[src/rtl/nclc_pkg.sv]
// nclc_pkg: types and constant tables for the news command line checker
// no dependencies; used by nclc_decode and news_command_line_checker
`default_nettype none

package nclc_pkg;

    localparam int WORD_COUNT = 7;

    // parse phase of the current line
    typedef enum logic [1:0] {
        PH_LEAD  = 2'd0,
        PH_NAME  = 2'd1,
        PH_GAP   = 2'd2,
        PH_PARAM = 2'd3
    } phase_t;

    // command codes
    typedef enum logic [2:0] {
        CODE_LIST      = 3'd0,
        CODE_QUIT      = 3'd1,
        CODE_LISTGROUP = 3'd2,
        CODE_ARTICLE   = 3'd3,
        CODE_STAT      = 3'd4,
        CODE_HEAD      = 3'd5,
        CODE_BODY      = 3'd6,
        CODE_UNKNOWN   = 3'd7
    } code_t;

    localparam logic [3:0] NAME_LEN_MAX = 4'd15;
    localparam logic [7:0] CHAR_AT      = 8'h40;
    localparam logic [7:0] CHAR_SPACE   = 8'h20;
    localparam logic [7:0] CHAR_TAB     = 8'h09;
    localparam logic [7:0] CHAR_CR      = 8'h0D;
    localparam logic [7:0] CHAR_LOW_A   = 8'h61;
    localparam logic [7:0] CHAR_LOW_Z   = 8'h7A;
    localparam logic [7:0] CASE_OFFSET  = 8'h20;

    // command words, first letter at index 0, zero padded to 16 bytes
    localparam logic [0:WORD_COUNT-1][0:15][7:0] WORD_TEXT = {
        {"LIST",      96'h0},
        {"QUIT",      96'h0},
        {"LISTGROUP", 56'h0},
        {"ARTICLE",   72'h0},
        {"STAT",      96'h0},
        {"HEAD",      96'h0},
        {"BODY",      96'h0}
    };

    localparam logic [0:WORD_COUNT-1][3:0] WORD_LEN = {
        4'd4, 4'd4, 4'd9, 4'd7, 4'd4, 4'd4, 4'd4
    };

    // per-line parse state
    typedef struct packed {
        phase_t                  phase;
        logic [WORD_COUNT-1:0]   match;
        logic [3:0]              name_len;
        logic                    param_seen;
        logic                    at_seen;
    } state_t;

    localparam state_t STATE_RESET = '{
        phase:      PH_LEAD,
        match:      {WORD_COUNT{1'b1}},
        name_len:   4'd0,
        param_seen: 1'b0,
        at_seen:    1'b0
    };

    // one result item
    typedef struct packed {
        logic  syntax_ok;
        code_t code;
        logic  has_param;
        logic  id_ok;
        logic  quit;
    } result_t;

endpackage

`default_nettype wire

[src/rtl/nclc_decode.sv]
// nclc_decode: next parse state and line result for one input byte
// depends on nclc_pkg
`default_nettype none

module nclc_decode (
    input  wire nclc_pkg::state_t  state_cur,
    input  wire logic [7:0]        ch,
    input  wire logic              has_char,
    input  wire logic              last,
    output nclc_pkg::state_t       state_next,
    output nclc_pkg::result_t      result
);

    logic             is_ws;
    logic [7:0]       ch_upper;
    nclc_pkg::state_t upd;
    nclc_pkg::state_t named;
    nclc_pkg::code_t  code;

    // whitespace and upper-casing
    always_comb begin
        is_ws = (ch == nclc_pkg::CHAR_SPACE) ||
                ((ch >= nclc_pkg::CHAR_TAB) && (ch <= nclc_pkg::CHAR_CR));
        if ((ch >= nclc_pkg::CHAR_LOW_A) && (ch <= nclc_pkg::CHAR_LOW_Z)) begin
            ch_upper = ch - nclc_pkg::CASE_OFFSET;
        end else begin
            ch_upper = ch;
        end
    end

    // state after taking this byte as a name byte
    always_comb begin
        named = state_cur;
        named.phase = nclc_pkg::PH_NAME;
        for (int w = 0; w < nclc_pkg::WORD_COUNT; w++) begin
            if ((state_cur.name_len >= nclc_pkg::WORD_LEN[w]) ||
                (nclc_pkg::WORD_TEXT[w][state_cur.name_len] != ch_upper)) begin
                named.match[w] = 1'b0;
            end
        end
        if (state_cur.name_len != nclc_pkg::NAME_LEN_MAX) begin
            named.name_len = state_cur.name_len + 4'd1;
        end
    end

    // phase stepping
    always_comb begin
        upd = state_cur;
        if (has_char) begin
            unique case (state_cur.phase)
                nclc_pkg::PH_LEAD: begin
                    if (!is_ws) upd = named;
                end
                nclc_pkg::PH_NAME: begin
                    if (is_ws) upd.phase = nclc_pkg::PH_GAP;
                    else       upd = named;
                end
                nclc_pkg::PH_GAP: begin
                    if (!is_ws) begin
                        upd.phase      = nclc_pkg::PH_PARAM;
                        upd.param_seen = 1'b1;
                        if (ch == nclc_pkg::CHAR_AT) upd.at_seen = 1'b1;
                    end
                end
                nclc_pkg::PH_PARAM: begin
                    upd.param_seen = 1'b1;
                    if (ch == nclc_pkg::CHAR_AT) upd.at_seen = 1'b1;
                end
                default: upd = state_cur;
            endcase
        end
        state_next = last ? nclc_pkg::STATE_RESET : upd;
    end

    // word lookup, lowest index wins
    always_comb begin
        code = nclc_pkg::CODE_UNKNOWN;
        for (int w = nclc_pkg::WORD_COUNT - 1; w >= 0; w--) begin
            if (upd.match[w] && (upd.name_len == nclc_pkg::WORD_LEN[w])) begin
                code = nclc_pkg::code_t'(w[2:0]);
            end
        end
    end

    // result fields
    always_comb begin
        result.code      = code;
        result.has_param = upd.param_seen;
        result.quit      = (code == nclc_pkg::CODE_QUIT);
        if (code == nclc_pkg::CODE_UNKNOWN) begin
            result.syntax_ok = 1'b0;
        end else if (code == nclc_pkg::CODE_QUIT) begin
            result.syntax_ok = !upd.param_seen;
        end else begin
            result.syntax_ok = upd.param_seen;
        end
        if ((code == nclc_pkg::CODE_ARTICLE) || (code == nclc_pkg::CODE_STAT) ||
            (code == nclc_pkg::CODE_HEAD) || (code == nclc_pkg::CODE_BODY)) begin
            result.id_ok = upd.at_seen;
        end else begin
            result.id_ok = 1'b1;
        end
    end

endmodule

`default_nettype wire

[config.mk]
export PLATFORM = sky130hd
export DESIGN_NAME = nclc_decode
export DESIGN_NICKNAME = d
export VERILOG_FILES = /design/src/rtl/nclc_pkg.sv /design/src/rtl/nclc_decode.sv
export SDC_FILE = /design/constraint.sdc
export NUM_CORES = 1
export LEC_CHECK = 0
export BUFFER_PORTS_ARGS = -buffer_cell sky130_fd_sc_hd__buf_2
export CAP_MARGIN = 40
export CORE_MARGIN = 5
export CORE_UTILIZATION = 51
export DETAILED_ROUTE_END_ITERATION = 7
export PLACE_DENSITY = 0.81
export SLEW_MARGIN = 20
export SYNTH_ARGS = -nofsm -noshare
export SYNTH_HDL_FRONTEND = slang
export SYNTH_SLANG_ARGS = --single-unit
[constraint.sdc]
create_clock -name vclk -period 3.6
set_clock_uncertainty 0.15 [all_clocks]
set_input_delay 0.72 -clock vclk [all_inputs]
set_output_delay 0.72 -clock vclk [all_outputs]
set_load 0.02 [all_outputs]
==> flow_summary.ini, run 1 <==
[floorplan]
io_pins = 47
die_w_um = 67.3
die_h_um = 67.3
initial_core_util_pct = 53.9
num_rows = 20

[synth]
synth.cells.most_frequent = 26 x nor2_1, 18 x nand2_1, 14 x nand2b_1, 14 x o21ai_0
yosys_warnings = 0
synth_seq_area_share_pct = 0
synth_area_sq_mm = 0.00167
synth_cell_types = 61
yosys-top-cells-area = ha_1 7.5%, xor2_1 6.3%, nor2_1 5.8%
synth_nets = 279
synth_largest_area_cell = ha_1
netlist_instances = 244
yosysTopAreaCellShare_pct = 7.48
avgSynthCellArea_sq_um = 6.86
yosysMostFrequentCell = nor2_1

[outcome]
firstError = [ERROR GRT-0232] Routing congestion too high. Check the congestion heatmap in the GUI.
status = aborted with a tool error
haltStage = global routing

[placement]
portBuffers = 47
gp_congestion = 1.01
dpl.hpwl_mm = 4.97

[sta]
worst_endpoint_kind = output port
postGrtWorstEndpoint = result[1]

[grt]
grt_use_total_pct = 78.8
overflow = 185
grt_max_degree = 24

[clock_tree]
hold_buffers = 0
==> layer usage <==
metal	global-route usage [%]	GRT overflow
met3	52.4	2
met1	73.8	0
met4	95.7	64
met2	103	119
met5	7.50	0
==> metrics by stage <==
step / setup slack (ps) / cells / instance area, sq um
CTS: -379 / 401 / 2750
detailed placement: -599 / 392 / 2470
global placement: -550 / 392 / 2470
floorplan: -282 / 244 / 1770
==> repair_timing <==
item | CTS
endpoints found under the setup margin | 5
buffers inserted | 9
gates resized for setup | 51
hold endpoints to repair | 0
pin swaps | 18
==> kinds of logic after synthesis <==
group | after synthesis | synth area share [%]
AND/OR/NAND/NOR | 119 | 42.9
buffers and inverters | 25 | 8.68
adder cells (fa/ha/maj) | 10 | 7.48
XOR/XNOR | 20 | 10.5
multiplexers | 9 | 5.91
AO/OA/AOI/OAI | 61 | 24.5
==> run 2, diff against run 1 <==
--- a/config.mk
+++ b/config.mk
@@ -8,9 +8,9 @@
 export BUFFER_PORTS_ARGS = -buffer_cell sky130_fd_sc_hd__buf_2
 export CAP_MARGIN = 40
 export CORE_MARGIN = 5
-export CORE_UTILIZATION = 51
+export CORE_UTILIZATION = 40
 export DETAILED_ROUTE_END_ITERATION = 7
-export PLACE_DENSITY = 0.81
+export PLACE_DENSITY_LB_ADDON = 0.15
 export SLEW_MARGIN = 20
 export SYNTH_ARGS = -nofsm -noshare
 export SYNTH_HDL_FRONTEND = slang
==> constraint.sdc (replaced) <==
create_clock -name vclk -period 4.7
set_clock_uncertainty 0.15 [all_clocks]
set_input_delay 0.94 -clock vclk [all_inputs]
set_output_delay 0.94 -clock vclk [all_outputs]
set_load 0.02 [all_outputs]
==> run 2 against run 1 <==
  * The run now ends clean
  * Synthesized area unchanged
  * Synthesized cell count stayed put
==> flow_summary.ini, run 2 <==
[outcome]
status = finished, final reports clean

[placement]
placed_cells = 347
portBuffers = 47
dpl.hpwl_mm = 4.38
gp_congestion = 0.876

[sta]
min_period_ps = 4540
timing.final.hold_violations = 0
rsz0062_at_grt = no
slew_viol_final = 0
setup_tns_ps = 0
max_slew_margin_pct = 72.6
fin_crit_sh_pct = 96.7
holdWs_ps = 2100
worst_pin_slew_ps = 409
setup_viol = 0
fmax_mhz = 220

[floorplan]
die_h_um = 74.7
io_pins = 47
die_area_sq_mm = 0.00558
fp.coreArea_sq_mm = 0.00403
num_rows = 23
die_w_um = 74.7
initial_core_util_pct = 41.5

[flow_run]
cap_viol_max_count = 0

[synth]
synth.cells.most_frequent = 26 x nor2_1, 18 x nand2_1, 14 x nand2b_1, 14 x o21ai_0
yosys_warnings = 0
yosysTopAreaCellShare_pct = 7.48
synth_cell_types = 61
synth_seq_area_share_pct = 0
avgSynthCellArea_sq_um = 6.86
synth_area_sq_mm = 0.00167
yosys-top-cells-area = ha_1 7.5%, xor2_1 6.3%, nor2_1 5.8%
synth_largest_area_cell = ha_1
yosysMostFrequentCell = nor2_1
synth_nets = 279
netlist_instances = 244

[cells_and_area]
final_cell_mix = 47 x buf_2, 26 x nor2_1, 23 x buf_4, 18 x nand2_1, 14 x nand2b_1
utilization_pct = 51.1
nets = 334
drive_gt1_share_pct = 31.3
seq_cell_count = 0
layout_commonest_cell = buf_2
clock_buffers = 0
instances_no_fill = 347
multi_input_comb_area_sq_mm = 0.00156
antennaDiodeCount = 0
final-seq-area_sq_um = 0
syn2layout_area_growth_pct = 23.0
fillers = 425

[drt]
drtIter0Drc = 153
viasPerCell = 5.61
drt-wirelength-per-cell_um = 15.4
ant_nets = 0
num_vias = 1948
routed_wl_mm = 5.35
dr.pass1.iters = 4
drt_drc_violations_left = 0

[power]
intPower_uw = 80.6
swShare_pct = 58.5
p_leak_nw = 0.880
power.total_uw = 194
peakVddDrop_mv = 0.0431
combPwrFrac_pct = 100.0
power_density_mw_per_mm2 = 94.3
power.switching_uw = 113
clkPwrFrac_pct = 0
seqPwrFrac_pct = 0

[min_path]
worstHoldStart = state_cur[11]
hold_class = in -> out
hold-path-cell-count = 4
worstHoldEndpoint = state_next[11]

[setup_path]
crit_type = in -> out
cp-end-kind = primary output
crit_arrival_ps = 3450
critPathRequiredTime_ps = 3610
start_kind = primary input
cp_max_fo = 5

[grt]
overflow = 0
grt_pass1_wl_mm = 8.57
grt_pass1_vias = 1812
grt_use_total_pct = 19.0
grt_max_degree = 18
grt_antenna_before_repair = 0

[clock_tree]
cts_setup_buffers = 0
==> run 2: worst max-delay path: stages <==
cell       delay (ps)
buf_2             120
inv_2              50
ha_1              340
or4b_1            530
a21oi_1           150
o21ai_1           120
o31ai_4           290
o2bb2ai_2         140
and3b_1           210
or4_1             380
buf_2             170
==> run 2: repair_timing <==
action,in CTS,in global routing
gates resized for setup,0,9
hold buffers,0,0
endpoints found under the setup margin,0,1
==> run 2: logic make-up (layout without fill, tap and decap cells) <==
family / after synthesis / count (layout) / share of synthesized area (%)
and+or+nand+nor: 119 / 119 / 42.9
AOI/OAI and AO/OA: 61 / 61 / 24.5
buffers and inverters: 25 / 78 / 8.68
xor gates and xnor gates: 20 / 20 / 10.5
adders and majority gates: 10 / 10 / 7.48
muxes: 9 / 9 / 5.91
==> run 2: layer usage <==
metal | vias up | track usage [%] | routed length [um]
met1 | 905 | 27.3 | 2600
li1 | 993 | - | -
met4 | 0 | 1.98 | 63
met2 | 46 | 33.0 | 2460
met3 | 4 | 0.401 | 222
met5 | - | 0 | 0
==> run 2: worst max-delay path by stage <==
| stage | startpoint | to | cells past startpoint |
|---|---|---|---|
| 3_5_place_dp | state_cur[3] | result[1] | 12 |
| 2_1_floorplan | state_cur[2] | result[6] | 10 |
| 3_3_place_gp | state_cur[3] | result[1] | 12 |
| 5_1_grt | state_cur[3] | result[1] | 12 |
| 4_1_cts | state_cur[3] | result[1] | 12 |
| 6_report | state_cur[2] | result[1] | 11 |
==> run 2: layout make-up <==
type | count | area share, %
well taps | 50 | 3.04
multi-input cells | 219 | 75.7
repair buffers | 70 | 19.8
inverters | 8 | 1.46
==> run 2: through the flow <==
stage | area, sq um | worst slack, ps
2_1_floorplan | 1670 | 36.6
3_3_place_gp | 2030 | 122
3_5_place_dp | 2030 | 86.8
4_1_cts | 2030 | 78.7
5_1_grt | 2060 | 0.905
6_report | 2060 | 156
==> run 2: power groups by stage <==
stage / Clock [mW] / Combinational (mW) / Sequential (mW)
floorplan: 0 / 0.127 / 0
global placement: 0 / 0.189 / 0
detailed placement: 0 / 0.189 / 0
CTS: 0 / 0.190 / 0
global route: 0 / 0.212 / 0
finish: 0 / 0.194 / 0
No activity file was read; power rests on OpenSTA's default activity.
